**src/hdl/phc_pkg.sv**
```systemverilog
`timescale 1ns / 1ps
// ----------------------------------------------------------------------------
// phc_pkg: shared types and constants for pixel_to_hex_cube
// Fixed-point widths, the sqrt(3) constant and the divider lane record.
// ----------------------------------------------------------------------------
package phc_pkg;

    localparam int PIX_W  = 24;  // pixel coordinate, signed Q15.8
    localparam int SIZE_W = 16;  // hex size, unsigned Q8.8
    localparam int CUBE_W = 16;  // cube coordinate, signed integer
    localparam int PROD_W = 58;  // signed numerator width
    localparam int NUM_W  = 59;  // dividend 2*|N| + D
    localparam int QUO_W  = 15;  // rounded quotient magnitude
    localparam int D_W    = 50;  // D = 3 * size * 2^32
    localparam int DIV_W  = 51;  // divisor 2 * D
    localparam int SUM_W  = 18;  // width for rebuilding one coordinate

    // sqrt(3) in Q32, rounded
    localparam logic [32:0] SQRT3_Q32 = 33'd7439101574;
    // sizes below 1.0 are treated as 1.0
    localparam logic [SIZE_W-1:0] SIZE_MIN = 16'd256;

    typedef struct packed {
        logic             neg;  // sign of the numerator
        logic [NUM_W-1:0] rem;  // partial remainder
        logic [QUO_W-1:0] quo;  // quotient bits found so far
    } lane_t;

    typedef struct packed {
        lane_t q;
        lane_t r;
        lane_t s;
    } div_item_t;

endpackage

```
**src/hdl/phc_div_step.sv**
```systemverilog
`timescale 1ns / 1ps
// ----------------------------------------------------------------------------
// phc_div_step: one restoring division step
// Resolves one quotient bit on all three lanes and registers the result.
// ----------------------------------------------------------------------------
module phc_div_step #(
    parameter int SHIFT = 0
) (
    input  logic                      aclk,
    input  logic                      aresetn,
    input  logic                      en,
    input  logic                      in_valid,
    input  phc_pkg::div_item_t        in_item,
    input  logic [phc_pkg::DIV_W-1:0] div_val,
    output logic                      out_valid,
    output phc_pkg::div_item_t        out_item
);
    import phc_pkg::*;

    localparam int WIDE_W = NUM_W + QUO_W;

    logic      valid_reg;
    div_item_t item_reg, item_next;

    function automatic lane_t step(input lane_t a, input logic [DIV_W-1:0] b);
        logic [WIDE_W-1:0] sh;
        lane_t             o;
        sh = WIDE_W'(b) << SHIFT;
        o  = a;
        if (WIDE_W'(a.rem) >= sh) begin
            o.rem        = a.rem - sh[NUM_W-1:0];
            o.quo[SHIFT] = 1'b1;
        end
        return o;
    endfunction

    // trial subtract on each lane
    always_comb begin
        item_next.q = step(in_item.q, div_val);
        item_next.r = step(in_item.r, div_val);
        item_next.s = step(in_item.s, div_val);
    end

    always_ff @(posedge aclk) begin
        if (!aresetn) begin
            valid_reg <= 1'b0;
        end else if (en) begin
            valid_reg <= in_valid;
        end
        if (en) begin
            item_reg <= item_next;
        end
    end

    assign out_valid = valid_reg;
    assign out_item  = item_reg;

endmodule

```
**config.mk**
```make
export PLATFORM = sky130hd
export DESIGN_NAME = phc_div_step
export DESIGN_NICKNAME = d
export VERILOG_FILES = /design/src/hdl/phc_pkg.sv /design/src/hdl/phc_div_step.sv
export SDC_FILE = /design/constraint.sdc
export NUM_CORES = 1
export LEC_CHECK = 0
export ABC_CLOCK_PERIOD_IN_PS = 4000
export BUFFER_PORTS_ARGS = -buffer_cell sky130_fd_sc_hd__buf_2
export CORE_UTILIZATION = 48
export DETAILED_ROUTE_END_ITERATION = 16
export PLACE_DENSITY_LB_ADDON = 0.15
export RECOVER_POWER = 50
export SLEW_MARGIN = 20
export SYNTH_ARGS = -nofsm -noshare
export SYNTH_HDL_FRONTEND = slang
export SYNTH_SLANG_ARGS = --single-unit
```
**constraint.sdc**
```tcl
create_clock -name aclk -period 4 [get_ports aclk]
set_input_delay 0.8 -clock aclk [delete_from_list [all_inputs] [get_ports aclk]]
set_output_delay 0.8 -clock aclk [all_outputs]
set_load 0.01 [all_outputs]
```
==> impl_metrics.toml <==
[timing]
worst_slew_pin_slew_ps = 2205
drv_slew = 206
min_period_ps = 3760
clock_skew_ps = 0
relSlewSlack_pct = -46.98
fmax_ghz = 0.2659
hold_slack_ps = 410.3
rsz0062_at_grt = "no"
setup_viol = 0
layout_setup_ws_ps = 239.6
fin_crit_sh_pct = 94.01
finalHoldViolCount = 0

[final_layout]
drive_above_1_share_pct = 28.33
stdcell_count = 3225
final_common_cell = "buf_2"
layout_common_cells = "434 x buf_2, 250 x a21oi_1, 225 x edfxtp_1"
fin_nets = 3116
area_growth_pct = 29.86
fillCellCount = 3346
stdcell_area_sq_um = 23800

[route]
routed_wl_microns = 66730
routed.top_layer = "met5"
wl_met3_microns = 4772
met1_length_microns = 29050
ant_nets = 0
drt_pass1_iterations = 6
viasPerCell = 5.747
wl_met2_microns = 30260
drtIter0Drc = 1505
vias = 18530
post_drt_wl_per_cell_microns = 20.69
drc = 0

[grt]
antenna_found_initial = 18
grt_max_degree = 83
grt_usage_pct = 33.01
grt_pass1_wl_microns = 98520
grt_pass1_vias = 17510
grt_overflow_total = 0

[power_and_ir_drop]
leakagePower_nw = 10.54
seqPwrFrac_pct = 35.6
combPwrFrac_pct = 33.1
p_sw_w = 0.002902
swShare_pct = 32.48
power_w = 0.008935
intPower_w = 0.006032
p_clk_share_pct = 31.3
power_density_nw_per_um2 = 375.4
vdd_drop_max_mv = 0.3387

[logic_synthesis]
ys.warnings.count = 0
synth_nets = 2452
synth-seq-cells = 226
synthCells = 2016
ys_seq_area_share_pct = 36.97
netlist_area_sq_um = 18330
ys_async_sr_fraction_pct = 0
synth_flop_cell = "edfxtp_1"
avgSynthCellArea_sq_um = 9.092
netlist_top_cells_area = "edfxtp_1 37%, ha_1 10%, a21oi_1 6.8%"
netlist.area_leader.share_pct = 36.86
netlist-cell-type-count = 88
yosysTopAreaCell = "edfxtp_1"
synth_edf_count = 225

[worst_setup_path]
path_class = "in -> reg"
worstPathArrival_ps = 4060
critPathTopFamily = "compound AO/OA/AOI/OAI gates"
max_stage_delay_ps = 600
crit_chain = "buf_2 > inv_1 > ha_1 > buf_4 > nand2_1 > o211ai_1 > a21oi_1 > nor4_1 > o31ai_1 > a21oi_1 > a211o_2 > buf_4 > nor4bb_1 > o21ai_0 > xnor2_1"
startpoint_type = "primary input"
worst-path-buf-inv = 4
critPathMaxFanout = 7
worstSetupEndpointType = "flop"
required_ps = 4300
cpMaxStageDelayCell = "nor4_1"

[placement]
placement.io_buffers = 505
place_inst = 3162
placed_area_sq_um = 22900
dp.final_hpwl_microns = 55270
place_ws_ps = -331.9
routabilityCongestion = 0.9601

[clock_network]
cts.repair.resized = 0
cts_made_buffers = 27
clk_pin_slew_ps = 60
clk_latency_ps = 560
cts_tree = "built"
hold_buffers = 0
cts_setup_buffers = 0
clock-sinks = 226
htree_levels = 1
clockBufferDepth = 3
cts-root-buf = "clkbuf_16"

[floorplanning]
die-area_sq_um = 38970
chipWidth_microns = 197.4
rows = 71
core_sq_um = 37580
start_util_pct = 48.78
die_h_microns = 197.4
io_pins = 506

[run_status]
status = "finished with violations"
failed_checks = "max-capacitance violations, max-slew violations"

[hold_path]
hold_path_class = "in -> reg"

[job]
maxCapViolations = 4
[per-layer routing]
| metal | vias up | track usage [%] |
|---|---|---|
| met5 | - | 0 |
| met4 | 6 | 13.18 |
| met3 | 130 | 5.054 |
| met2 | 795 | 52.95 |
| met1 | 8732 | 44.53 |
| li1 | 8871 | - |
[worst register-to-register path, stage by stage (launching register included)]
cell and delay (ps):
dfxtp_1 330, mux2i_1 70, nor2b_1 170
[synth_stat cells (all sizes together) (12+ instances only)]
library cell	number
a211oi	13
a21o	78
a21oi	252
a31oi	19
and2	12
and3	12
buf	41
clkbuf	50
edfxtp	225
ha	153
inv	97
mux2	26
nand2	162
nand2b	15
nand3	40
nand4	54
nor2	173
nor2b	15
nor3	39
nor4	16
o211ai	14
o21a	20
o21ai	135
o21bai	37
o31ai	14
xnor2	100
xor2	66
[metrics by stage]
stage | util, % | TNS, ps
after global placement | 60.94 | -16660
after detailed placement | 60.94 | -14170
after CTS | 63.60 | 0
final | 63.34 | 0
after global routing | 63.31 | 0
after floorplan | - | 0
[flip-flops by register name, summed over array words and instances (netlist names)]
name and count:
out_item 225, out_valid 1
[kinds of logic after synthesis]
kind of cell / synth area share [%]
AOI/OAI and AO/OA: 22.96
xor gates and xnor gates: 7.932
adders and majority gates: 10.77
buffers and inverters: 4.164
DFF: 36.97
muxes: 1.966
and+or+nand+nor: 15.23
[area by class of cell]
cell class | count | area (sq um) | area share (%)
flip-flops and latches | 226 | 6777 | 28.47
clock buffers | 29 | 683.2 | 2.870
well taps | 511 | 639.4 | 2.686
repair buffers | 726 | 4190 | 17.60
inverters | 97 | 364.1 | 1.530
diodes | 14 | 35.03 | 0.1472
clock inverters | 20 | 314.1 | 1.319
multi-input cells | 1602 | 10800 | 45.37
[worst paths after layout]
| kind | slack, ps | cells past startpoint | startpoint | to |
|---|---|---|---|---|
| worst max register to register | 3360 | 2 | out_valid | out_valid |
| worst min register to register | 540 | 2 | out_valid | out_valid |
| worst min-delay path | 410 | 1 | in_item[10] | out_item[10] |
| worst max-delay path | 240 | 15 | div_val[30] | out_item[72] |
[power by group through the flow]
stage	combinational [W]	clock, W	sequential (W)
2_1_floorplan	0.00150	0	0.00336
3_3_place_gp	0.00291	0	0.00321
3_5_place_dp	0.00293	0	0.00321
4_1_cts	0.00295	0.00284	0.00317
5_1_grt	0.00320	0.00292	0.00320
6_report	0.00296	0.00280	0.00318
Note: power is estimated with default switching activity, not from simulation.
