**src/hdl/phc_pkg.sv**
```systemverilog
`timescale 1ns / 1ps
// ----------------------------------------------------------------------------
// phc_pkg: shared types and constants for pixel_to_hex_cube
// Fixed-point widths, the sqrt(3) constant and the divider lane record.
// ----------------------------------------------------------------------------
package phc_pkg;

    localparam int PIX_W  = 24;  // pixel coordinate, signed Q15.8
    localparam int SIZE_W = 16;  // hex size, unsigned Q8.8
    localparam int CUBE_W = 16;  // cube coordinate, signed integer
    localparam int PROD_W = 58;  // signed numerator width
    localparam int NUM_W  = 59;  // dividend 2*|N| + D
    localparam int QUO_W  = 15;  // rounded quotient magnitude
    localparam int D_W    = 50;  // D = 3 * size * 2^32
    localparam int DIV_W  = 51;  // divisor 2 * D
    localparam int SUM_W  = 18;  // width for rebuilding one coordinate

    // sqrt(3) in Q32, rounded
    localparam logic [32:0] SQRT3_Q32 = 33'd7439101574;
    // sizes below 1.0 are treated as 1.0
    localparam logic [SIZE_W-1:0] SIZE_MIN = 16'd256;

    typedef struct packed {
        logic             neg;  // sign of the numerator
        logic [NUM_W-1:0] rem;  // partial remainder
        logic [QUO_W-1:0] quo;  // quotient bits found so far
    } lane_t;

    typedef struct packed {
        lane_t q;
        lane_t r;
        lane_t s;
    } div_item_t;

endpackage

```
**src/hdl/phc_front.sv**
```systemverilog
`timescale 1ns / 1ps
// ----------------------------------------------------------------------------
// phc_front: numerator formation
// Two stages: sqrt(3) product and sums, then magnitude and dividend setup.
// ----------------------------------------------------------------------------
module phc_front (
    input  logic                             aclk,
    input  logic                             aresetn,
    input  logic                             en,
    input  logic                             in_valid,
    input  logic signed [phc_pkg::PIX_W-1:0] pixel_x,
    input  logic signed [phc_pkg::PIX_W-1:0] pixel_y,
    input  logic [phc_pkg::D_W-1:0]          d_val,
    output logic                             out_valid,
    output phc_pkg::div_item_t               out_item
);
    import phc_pkg::*;

    logic                     v1_reg;
    logic signed [PROD_W-1:0] nq_reg, nr_reg;
    logic signed [PROD_W-1:0] prod, nq_next, nr_next, ns;
    logic                     v2_reg;
    div_item_t                item_reg, item_next;

    function automatic lane_t make_lane(input logic signed [PROD_W-1:0] v,
                                        input logic [D_W-1:0] d);
        logic [PROD_W-1:0] mag;
        lane_t             l;
        mag   = v[PROD_W-1] ? PROD_W'(-v) : PROD_W'(v);
        l.neg = v[PROD_W-1];
        l.rem = NUM_W'({mag[PROD_W-2:0], 1'b0}) + NUM_W'(d);
        l.quo = '0;
        return l;
    endfunction

    // form the q and r numerators
    always_comb begin
        prod    = $signed({1'b0, SQRT3_Q32}) * pixel_x;
        nq_next = prod + $signed({{2{pixel_y[PIX_W-1]}}, pixel_y, 32'b0});
        nr_next = -$signed({pixel_y[PIX_W-1], pixel_y, 33'b0});
    end

    // rounding setup: dividend 2*|N| + D for each lane
    always_comb begin
        ns          = -nq_reg - nr_reg;
        item_next.q = make_lane(nq_reg, d_val);
        item_next.r = make_lane(nr_reg, d_val);
        item_next.s = make_lane(ns, d_val);
    end

    // advance both stages
    always_ff @(posedge aclk) begin
        if (!aresetn) begin
            v1_reg <= 1'b0;
            v2_reg <= 1'b0;
        end else if (en) begin
            v1_reg <= in_valid;
            v2_reg <= v1_reg;
        end
        if (en) begin
            nq_reg   <= nq_next;
            nr_reg   <= nr_next;
            item_reg <= item_next;
        end
    end

    assign out_valid = v2_reg;
    assign out_item  = item_reg;

endmodule

```
**config.mk**
```make
export PLATFORM = sky130hd
export DESIGN_NAME = phc_front
export DESIGN_NICKNAME = d
export VERILOG_FILES = /design/src/hdl/phc_pkg.sv /design/src/hdl/phc_front.sv
export SDC_FILE = /design/constraint.sdc
export NUM_CORES = 2
export LEC_CHECK = 0
export BUFFER_PORTS_ARGS = -buffer_cell sky130_fd_sc_hd__clkbuf_2
export CAP_MARGIN = 20
export CORE_MARGIN = 4
export CORE_UTILIZATION = 44
export CTS_CLUSTER_SIZE = 14
export DETAILED_ROUTE_END_ITERATION = 10
export GPL_ROUTABILITY_DRIVEN = 1
export PLACE_DENSITY = 0.65
export SKIP_LAST_GASP = 1
export SYNTH_ARGS = -nofsm -noshare
export SYNTH_HDL_FRONTEND = slang
export SYNTH_SLANG_ARGS = --single-unit
export TNS_END_PERCENT = 50
```
**constraint.sdc**
```tcl
create_clock -name aclk -period 13.99 [get_ports aclk]
set_input_delay 4.197 -clock aclk [delete_from_list [all_inputs] [get_ports aclk]]
set_output_delay 4.197 -clock aclk [all_outputs]
set_load 0.005 [all_outputs]
```
==> results by group <==
Routing
  – Vias: 25670
  – Post-route DRC: 0
  – Antenna Nets Post-Route: 0
  – DRT iter0 DRCs: 1512
  – Via-to-Cell Ratio: 5.238
  – Final wirelength: 95040 um
  – Routed WL per cell: 19.39 um
  – Pre-antenna DRT Iters: 5

Final layout
  – Area growth syn-to-layout: 9.482%
  – Filler Cell Count: 7401
  – Seq. cell area: 7757 um^2
  – Leading cell types in the layout, fill and taps excluded: inv_1, ha_1, fa_1, xnor2_1, clkbuf_2
  – Ratio of cells with drive above 1 in the final layout: 0.1048
  – Largest register FFs: 175
  – Commonest non-fill, non-tap cell in the layout: inv_1
  – Footprint of the multi-input gates: 24360 um^2
  – Layout Nets: 4714

CTS
  – Clk slew on worst S/H paths: 0.06 ns
  – Clock root buffer: clkbuf_16
  – CTS H-Tree Depth: 1
  – Clk Latency, worst-skew pair: 0.57 ns
  – CTS tree: built
  – Clock Path Buffers: 3
  – Num CTS Buffers: 27
  – Post-CTS Setup Inserts: 0
  – Hold_buf cts: 0
  – CTS Sinks: 259
  – CTS resizes: 0

Critical path
  – Critical Path Sink Type: flop
  – Critical register-to-register path startpoint: nq_reg[21]$_DFFE_PP_
  – Worst path most repeated cell: a21oi_1
  – Flop2flop setup slack: 2.47 ns
  – Critical path arrival: 13.34 ns
  – Worst path max stage delay: 0.53 ns
  – CP Launch Type: input port
  – Worst Reg-to-Reg Cells: 38
  – Crit path kind: in -> reg
  – Required @ worst endpoint: 14.30 ns
  – Crit. Startpoint: pixel_x[7]
  – Critical Path Fanout Max: 6
  – Worst path slowest cell: fa_1
  – Reg-to-Reg End: out_item[70]$_DFFE_PP_

Synth
  – Yosys top cell area share: 0.2222
  – Register area share after synthesis: 0.2234
  – Synth area leaders: edfxtp_1, fa_1, ha_1
  – Gate Count Post-Synth: 3566
  – Synth warn: 0
  – Synth unique cells: 89
  – Synth area leader: edfxtp_1
  – Mapped Area: 34730 um^2
  – Flops & latches, synth: 259
  – Async SR Flop Fraction: 0
  – Post-synth EDFFs: 257
  – Syn Area/Cell: 9.739 um^2
  – Top_reg_cell synth: edfxtp_1

Global route
  – Number of global-route vias before repair: 25160
  – Total Routing Usage GR: 0.2239
  – Largest net degree at the start of global routing: 117
  – First-pass GRT wire length: 145800 um
  – Grt total ovfl: 0
  – Antenna violations before repair: 7

Timing
  – Final min period: 13.03 ns
  – Relative slew slack: 0.2750
  – RSZ-0062 raised after global routing: no
  – Worst-Margin Slew: 1.076 ns
  – Final setup viols: 0
  – Fmax: 76.77 MHz
  – Fin Setup TNS: 0 ns
  – Final WS setup: 0.9633 ns
  – Final period util: 0.9311
  – Final Skew: 0.01608 ns
  – Final hold vios: 0
  – Slew Limit Fails: 0

Placed design
  – Dpl ws: 0.3581 ns
  – HPWL Detailed: 82560 um
  – Gpl congestion: 0.9627
  – IO Port Bufs: 282

Die
  – I/O pin count: 328
  – Floorplan row count: 102
  – DIE WIDTH: 289.0 um
  – Core Region: 77850 um^2
  – Initial Util: 0.4461
  – Die Height: 289.0 um
  – Die area: 83490 um^2

Hold path
  – Min-Delay Path Depth: 2
  – Hold Path End: out_valid$_SDFFE_PN0P_
  – Min-delay worst type: reg -> reg
  – Worst Min Path Start: out_valid$_SDFFE_PN0P_

Job
  – Max-cap viol count: 0

Outcome
  – Status: complete, no violations
[synthesized netlist by cell type, types with 6 or more instances]
cell,instances
nor2_1,177
xnor2_1,282
o31ai_1,28
edfxtp_1,257
a31oi_1,22
o2111ai_1,7
a21boi_0,7
nor3b_1,6
a21o_1,125
o21ai_0,131
clkbuf_1,42
o21bai_1,34
a21oi_1,193
nand4_1,26
nor4_1,29
a2111oi_0,9
o41ai_1,8
nand2_1,192
o21a_1,38
nand2b_1,38
xor2_1,131
nand3_1,46
a211o_1,9
nor3_1,53
or3_1,30
o211ai_1,13
or2_2,26
or3_4,8
and2_1,17
and4_1,6
buf_4,50
fa_1,339
a211oi_1,18
ha_1,436
and3_1,12
inv_1,579
nor2b_1,34
[cell type report]
cell class,instances,share of cell area
Antenna cell,5,0.0003291
Clock buffer,31,0.01816
Clock inverter,17,0.004574
Inverter,579,0.05716
Multi-Input combinational cell,2670,0.6406
Sequential cell,259,0.2040
Tap cell,1040,0.03422
Timing Repair Buffer,300,0.04093
[kinds of logic after synthesis]
group	Yosys count	share of synthesized area
AO/OA/AOI/OAI	689	0.1279
XOR/XNOR	413	0.1042
adder cells (fa/ha/maj)	775	0.3525
buffers and inverters	681	0.08026
flip-flops	259	0.2234
multiplexers	6	0.001765
other	1	0.0001080
AND/OR/NAND/NOR	742	0.1100
[per-layer routing]
| layer | wire (um) | GRT usage |
|---|---|---|
| met1 | 44100 | 0.3188 |
| met2 | 43960 | 0.3718 |
| met3 | 5032 | 0.02447 |
| met4 | 1923 | 0.04573 |
| met5 | 24 | 0 |
[stage by stage]
step                instances  hold WS (ns)    util  cell area [um^2]
global route             4898        0.5720  0.4883             38020
detailed placement       4848        0.5090  0.4772             37150
finish                   4901        0.5168  0.4884             38020
CTS                      4896        0.5234  0.4883             38010
global placement         4848        0.5004  0.4772             37150
floorplan                3610        0.4824       -             34900
[how the worst max path moves through the flow]
stage,end,cells after the start
final,nq_reg[56]$_DFFE_PP_,44
after floorplan,nq_reg[55]$_DFFE_PP_,40
after global routing,nq_reg[55]$_DFFE_PP_,40
after global placement,nq_reg[56]$_DFFE_PP_,38
after detailed placement,nq_reg[56]$_DFFE_PP_,38
after CTS,nq_reg[56]$_DFFE_PP_,38
[critical path: cells and delay by family]
kind,cells,cell delay [ns]
compound gates,22,4.09
xor+xnor,2,0.27
buf+inv,7,0.82
fa+ha+maj,9,3.40
simple gates,4,0.54
Power is not shown: default switching activity piles up to over one toggle a cycle in this logic, so the estimate is an artifact.
