$ cat src/hdl/phc_pkg.sv
`timescale 1ns / 1ps
// ----------------------------------------------------------------------------
// phc_pkg: shared types and constants for pixel_to_hex_cube
// Fixed-point widths, the sqrt(3) constant and the divider lane record.
// ----------------------------------------------------------------------------
package phc_pkg;

    localparam int PIX_W  = 24;  // pixel coordinate, signed Q15.8
    localparam int SIZE_W = 16;  // hex size, unsigned Q8.8
    localparam int CUBE_W = 16;  // cube coordinate, signed integer
    localparam int PROD_W = 58;  // signed numerator width
    localparam int NUM_W  = 59;  // dividend 2*|N| + D
    localparam int QUO_W  = 15;  // rounded quotient magnitude
    localparam int D_W    = 50;  // D = 3 * size * 2^32
    localparam int DIV_W  = 51;  // divisor 2 * D
    localparam int SUM_W  = 18;  // width for rebuilding one coordinate

    // sqrt(3) in Q32, rounded
    localparam logic [32:0] SQRT3_Q32 = 33'd7439101574;
    // sizes below 1.0 are treated as 1.0
    localparam logic [SIZE_W-1:0] SIZE_MIN = 16'd256;

    typedef struct packed {
        logic             neg;  // sign of the numerator
        logic [NUM_W-1:0] rem;  // partial remainder
        logic [QUO_W-1:0] quo;  // quotient bits found so far
    } lane_t;

    typedef struct packed {
        lane_t q;
        lane_t r;
        lane_t s;
    } div_item_t;

endpackage

$ cat src/hdl/phc_select.sv
`timescale 1ns / 1ps
// ----------------------------------------------------------------------------
// phc_select: cube rounding fix-up and output register
// Rebuilds the coordinate with the largest rounding error and saturates.
// ----------------------------------------------------------------------------
module phc_select (
    input  logic                              aclk,
    input  logic                              aresetn,
    input  logic                              en,
    input  logic                              in_valid,
    input  phc_pkg::div_item_t                in_item,
    input  logic [phc_pkg::D_W-1:0]           d_val,
    output logic                              out_valid,
    output logic signed [phc_pkg::CUBE_W-1:0] cube_q,
    output logic signed [phc_pkg::CUBE_W-1:0] cube_r,
    output logic signed [phc_pkg::CUBE_W-1:0] cube_s
);
    import phc_pkg::*;

    localparam int ERR_W = D_W + 3;

    logic                     valid_reg;
    logic signed [CUBE_W-1:0] q_reg, r_reg, s_reg;
    logic signed [SUM_W-1:0]  kq, kr, ks;
    logic [ERR_W-1:0]         eq, er, es;

    function automatic logic signed [SUM_W-1:0] signed_k(input lane_t l);
        logic signed [SUM_W-1:0] k;
        k = $signed(SUM_W'(l.quo));
        return l.neg ? -k : k;
    endfunction

    // twice the rounding error, scaled by D: |D - remainder|
    function automatic logic [ERR_W-1:0] round_err(input lane_t l,
                                                   input logic [D_W-1:0] d);
        logic [ERR_W-1:0] rem, dd;
        rem = l.rem[ERR_W-1:0];
        dd  = ERR_W'(d);
        return (rem >= dd) ? rem - dd : dd - rem;
    endfunction

    function automatic logic signed [CUBE_W-1:0] sat(input logic signed [SUM_W-1:0] v);
        if (v > $signed(SUM_W'(16'sh7FFF))) begin
            return 16'sh7FFF;
        end else if (v < -$signed(SUM_W'(17'h08000))) begin
            return 16'sh8000;
        end
        return v[CUBE_W-1:0];
    endfunction

    // rebuild the worst component; ties with s go to s, a tie of q and r goes to r
    always_comb begin
        kq = signed_k(in_item.q);
        kr = signed_k(in_item.r);
        ks = signed_k(in_item.s);
        eq = round_err(in_item.q, d_val);
        er = round_err(in_item.r, d_val);
        es = round_err(in_item.s, d_val);
        if (eq > er && eq > es) begin
            kq = -kr - ks;
        end else if (er > es) begin
            kr = -kq - ks;
        end else begin
            ks = -kq - kr;
        end
    end

    // hold the result until taken
    always_ff @(posedge aclk) begin
        if (!aresetn) begin
            valid_reg <= 1'b0;
        end else if (en) begin
            valid_reg <= in_valid;
        end
        if (en) begin
            q_reg <= sat(kq);
            r_reg <= sat(kr);
            s_reg <= sat(ks);
        end
    end

    assign out_valid = valid_reg;
    assign cube_q    = q_reg;
    assign cube_r    = r_reg;
    assign cube_s    = s_reg;

endmodule

$ cat config.mk
export PLATFORM = sky130hd
export DESIGN_NAME = phc_select
export DESIGN_NICKNAME = d
export VERILOG_FILES = /design/src/hdl/phc_pkg.sv /design/src/hdl/phc_select.sv
export SDC_FILE = /design/constraint.sdc
export NUM_CORES = 1
export LEC_CHECK = 0
export ABC_AREA = 1
export ABC_CLOCK_PERIOD_IN_PS = 5800
export BUFFER_PORTS_ARGS = -buffer_cell sky130_fd_sc_hd__buf_2
export CORE_MARGIN = 10
export CORE_UTILIZATION = 55
export DETAILED_ROUTE_END_ITERATION = 7
export PLACE_DENSITY = 0.81
export REMOVE_ABC_BUFFERS = 1
export SLEW_MARGIN = 25
export SYNTH_ARGS = -nofsm -noshare
export SYNTH_HDL_FRONTEND = slang
export SYNTH_SLANG_ARGS = --single-unit
$ cat constraint.sdc
create_clock -name aclk -period 5.8 [get_ports aclk]
set_input_delay 1.16 -clock aclk [delete_from_list [all_inputs] [get_ports aclk]]
set_output_delay 1.16 -clock aclk [all_outputs]
set_load 0.02 [all_outputs]
==> results of run 1 <==
[synthesized netlist by cell type, drive strengths merged (36+ instances only)]
| library cell | instances |
|---|---|
| nand2 | 1108 |
| inv | 950 |
| a21oi | 551 |
| ha | 522 |
| nor2 | 413 |
| o21ai | 377 |
| xor2 | 205 |
| nand3 | 121 |
| nor3 | 68 |
| edfxtp | 48 |
| xnor2 | 45 |
| o21bai | 41 |
| a31oi | 38 |
| a21o | 36 |
[per-layer routing]
layer / GRT overflow / GRT usage
met4: 913 / 0.826
met5: 180 / 0.990
met1: 2630 / 1.07
met3: 1300 / 1.05
met2: 3276 / 1.13
[kinds of logic after synthesis]
kind of cell,after synthesis,synth area share
AO/OA/AOI/OAI,1227,0.241
adder cells (fa/ha/maj),531,0.231
XOR/XNOR,252,0.0770
multiplexers,35,0.0121
AND/OR/NAND/NOR,1778,0.254
buffers and inverters,1004,0.134
flip-flops,49,0.0503
[timing repair]
| action | CTS |
|---|---|
| cloned | 12 |
| setup buffers | 114 |
| pin swaps | 128 |
| gates resized for setup | 713 |
| endpoints found under the setup margin | 48 |
[metrics by stage]
step / hold WS, ps / instances / setup slack (ps) / area, um^2
after floorplan: 606 / 4822 / -1210 / 28700
after global placement: 517 / 7350 / -1630 / 42800
after detailed placement: 533 / 7350 / -1770 / 42800
after CTS: 542 / 7479 / -477 / 47300
==> flow_summary.json, run 1 <==
{
  "run_status": "did not finish",
  "stop_stage": "global routing (5_1_grt)",
  "run.stop_error": "[ERROR GRT-0116] Global routing finished with congestion. Check the congestion regions in the DRC Viewer.",
  "synth.avg_cell_area_um2": 5.95,
  "numCtsBuffers": 5,
  "io_pins": 328,
  "place.detailed.hpwl_um": 134000,
  "yosysWarnings": 0,
  "synth.yosys.seq_area_share": 0.0503,
  "htreeDepth": 2,
  "cell_area_after_synthesis_mm2": 0.0290,
  "clock_tree.root_cell": "clkbuf_16",
  "cts-hold-fix-buffers": 0,
  "postSynthCellCount": 4876,
  "first_pass_grt_wire_length_um": 490000,
  "synth_ff_type": "edfxtp_1",
  "synth_seq_cells": 49,
  "cts.sink_count": 49,
  "yosys.cell_types.count": 71,
  "synth_edf_count": 48,
  "place.gp.congestion": 1.20,
  "first_global_vias": 64700,
  "floorplan.rows": 84,
  "track_usage": 1.05,
  "synthTopCellsByArea": "ha_1 (22%), nand2_1 (14%), inv_1 (12%), a21oi_1 (9.5%), xor2_1 (6.2%)",
  "initial_utilization": 0.554,
  "clk_path_buf_depth": 2,
  "die_y_um": 250,
  "grt_start_max_net_pins": 51,
  "overflow": 8299,
  "die-width_um": 250,
  "synthDominantAreaCellType": "ha_1",
  "synth_async_sr_flop_share": 0,
  "synth_top_area_frac": 0.225,
  "numPortBuffers": 309
}
==> inputs of run 2 (changes only) <==
ABC_CLOCK_PERIOD_IN_PS = 7550   (was 5800)
CORE_UTILIZATION = 40   (was 55)
PLACE_DENSITY = default   (was 0.81)
PLACE_DENSITY_LB_ADDON = 0.15   (was default)
clock period = 7.55 ns   (was 5.8 ns; I/O delays follow)
==> flow_summary.json, run 2 <==
{
  "final.hold.worst_slack_ps": 545,
  "worst_pin_slew_ps": 1050,
  "cts-hold-fix-buffers": 0,
  "die_y_um": 289,
  "hold_violations": 0,
  "clock_latency_ps": 300,
  "initial_utilization": 0.405,
  "busiest_layer": "met2",
  "critPathKind": "input port to flop",
  "overflow": 0,
  "ir_drop_mv": 0.212,
  "io_pins": 328,
  "drtPass1Iterations": 6,
  "synth.avg_cell_area_um2": 5.95,
  "power-per-cell-area_mw_per_mm2": 152,
  "viasPerCell": 5.14,
  "floorplan.rows": 98,
  "synthDominantAreaCellType": "ha_1",
  "proportion_of_synthesized_area_in_mux_cells": 0.0121,
  "grt_antenna_before_repair": 11,
  "run_status": "complete, no violations",
  "layout.cells.most_common_list": "buf_4 (1090), nand2_1 (1072), inv_1 (926)",
  "cts_tree": "done",
  "dominant_combinational_cell_family_by_area_after_synthesis": "simple AND/OR/NAND/NOR gates",
  "synthTopCellsByArea": "ha_1 (22%), nand2_1 (14%), inv_1 (12%), a21oi_1 (9.5%), xor2_1 (6.2%)",
  "postSynthCellCount": 4876,
  "worst_ep_arrival_time_ps": 7420,
  "worstSetupStartpointType": "input port",
  "crit_path_max_fanout": 15,
  "yosys.cell_count.top_type": "nand2_1",
  "routed_wirelength_um": 136000,
  "groute.layer.met2.usage": 0.536,
  "wl_per_cell_um": 18.8,
  "rsz0062_at_grt": "true",
  "detail_route.iter0.violations": 3065,
  "yosys.area_share.simple": 0.254,
  "num-fill-cells": 7521,
  "drcViolationCount": 0,
  "path_common_cell": "nand2_1",
  "tns_ps": 0,
  "cp_data_required_time_ps": 7620,
  "synth.yosys.seq_area_share": 0.0503,
  "timing.clock.skew_ps": 0,
  "worstHoldPathType": "flop to flop",
  "area_of_the_core_mm2": 0.0717,
  "timing.final.crit_share": 0.974,
  "cts.sink_count": 49,
  "max_clock_freq_mhz": 136,
  "synth_top_cells_by_count": "nand2_1 (1075), inv_1 (930), a21oi_1 (549)",
  "numCtsBuffers": 5,
  "grt_util_met3": 0.0226,
  "ant_nets": 0,
  "yosysWarnings": 0,
  "fin_nets": 7054,
  "clock_tree.root_cell": "clkbuf_16",
  "place.gp.congestion": 1.03,
  "post_synth_fa_ha_maj_area_fraction": 0.231,
  "synth_edf_count": 48,
  "synth_async_sr_flop_share": 0,
  "finalMaxSlewViolations": 0,
  "multi_input_area_mm2": 0.0239,
  "clk_path_buf_depth": 2,
  "synth_top_area_frac": 0.225,
  "power.static_leakage_nw": 23.1,
  "layout.cells.most_common": "buf_4",
  "htreeDepth": 2,
  "synth_xor_xnor_area_share": 0.0770,
  "final_setup_violation_count": 0,
  "track_usage": 0.306,
  "fin_util": 0.563,
  "groute.layer.met1.usage": 0.372,
  "area_fraction_in_compound_gates_after_synthesis": 0.241,
  "cp-end-kind": "flop",
  "max_slew_margin": 0.290,
  "final_layout_size_suffix_gt1_frac": 0.253,
  "fp.dieArea_mm2": 0.0838,
  "synthToLayoutAreaGrowth_pct": 39.1,
  "post_layout_min_period_ps": 7350,
  "place.detailed.hpwl_um": 123000,
  "critical_path.slowest_cell": "o21ai_1",
  "synth_ff_type": "edfxtp_1",
  "numPortBuffers": 309,
  "die-width_um": 289,
  "synth_seq_cells": 49,
  "first_pass_grt_wire_length_um": 196000,
  "first_global_vias": 35900,
  "cell_area_after_synthesis_mm2": 0.0290,
  "area.sequential_mm2": 0.00146,
  "cap_violations": 0,
  "yosys.cell_types.count": 71,
  "vias": 37100,
  "clkSlewWorstSetupHoldPaths_ps": 70,
  "critPathMaxStageDelay_ps": 320,
  "totalPowerFinal_mw": 6.13,
  "grt_start_max_net_pins": 51
}
-- run 2: cell counts after synthesis --
Identical to the previous run, type by type.
-- run 2: timing repair --
action / in CTS / in global routing
endpoints found under the setup margin: 30 / 47
pin swaps: 0 / 9
setup buffers: 0 / 7
gates resized for setup: 2 / 71
-- run 2: final cells by class --
type                    count  area share
diodes                     11    0.000682
clock buffers               5     0.00310
clock inverters             3     0.00102
inverters                 950      0.0888
multi-input cells        3823       0.592
flip-flops and latches     49      0.0362
well taps                 950      0.0294
repair buffers           1415       0.248
-- run 2: final timing paths --
path,startpoint,endpoint,slack [ps],cells after the start
setup reg to reg,out_valid,out_valid,6900,2
hold reg to reg,out_valid,out_valid,540,2
setup / recovery,d_val[23],cube_r[1],200,39
hold / removal,out_valid,out_valid,540,2
-- run 2: worst max-delay path: cells and delay by family --
family                     cells  cell delay [ps]
buffers and inverters          9             1470
xor gates and xnor gates       1              110
AOI/OAI and AO/OA              7             1510
and+or+nand+nor               19             2170
adders and majority gates      2              500
muxes                          1              100
-- run 2: through the flow --
step	std cells	area, um^2	setup WS, ps
3_5_place_dp	7180	39800	-418
3_3_place_gp	7180	39800	-361
2_1_floorplan	4822	28700	194
4_1_cts	7188	40000	1.70
5_1_grt	7198	40400	-18.3
6_report	7206	40400	197
-- run 2: power by group --
group / switching (mW) / internal [mW]
combinational: 3.13 / 2.24
sequential: 0.0278 / 0.477
clock: 0.107 / 0.155
total: 3.26 / 2.87
-- run 2: kinds of logic (layout without fill, tap and decap cells) --
family | count (synthesis) | in the layout
simple gates | 1778 | 1778
compound gates | 1227 | 1227
buf+inv | 1004 | 2373
fa+ha+maj | 531 | 531
xor+xnor | 252 | 252
flops | 49 | 49
mux | 35 | 35
other cells | 0 | 11
-- run 2: metal layers --
metal | part of all wire | vias to the layer above
met1 | 0.41 | 16800
met5 | 0 | -
li1 | - | 18700
met4 | 0.057 | 0
met2 | 0.47 | 1251
met3 | 0.063 | 288
(Power assumes the default switching activity.)
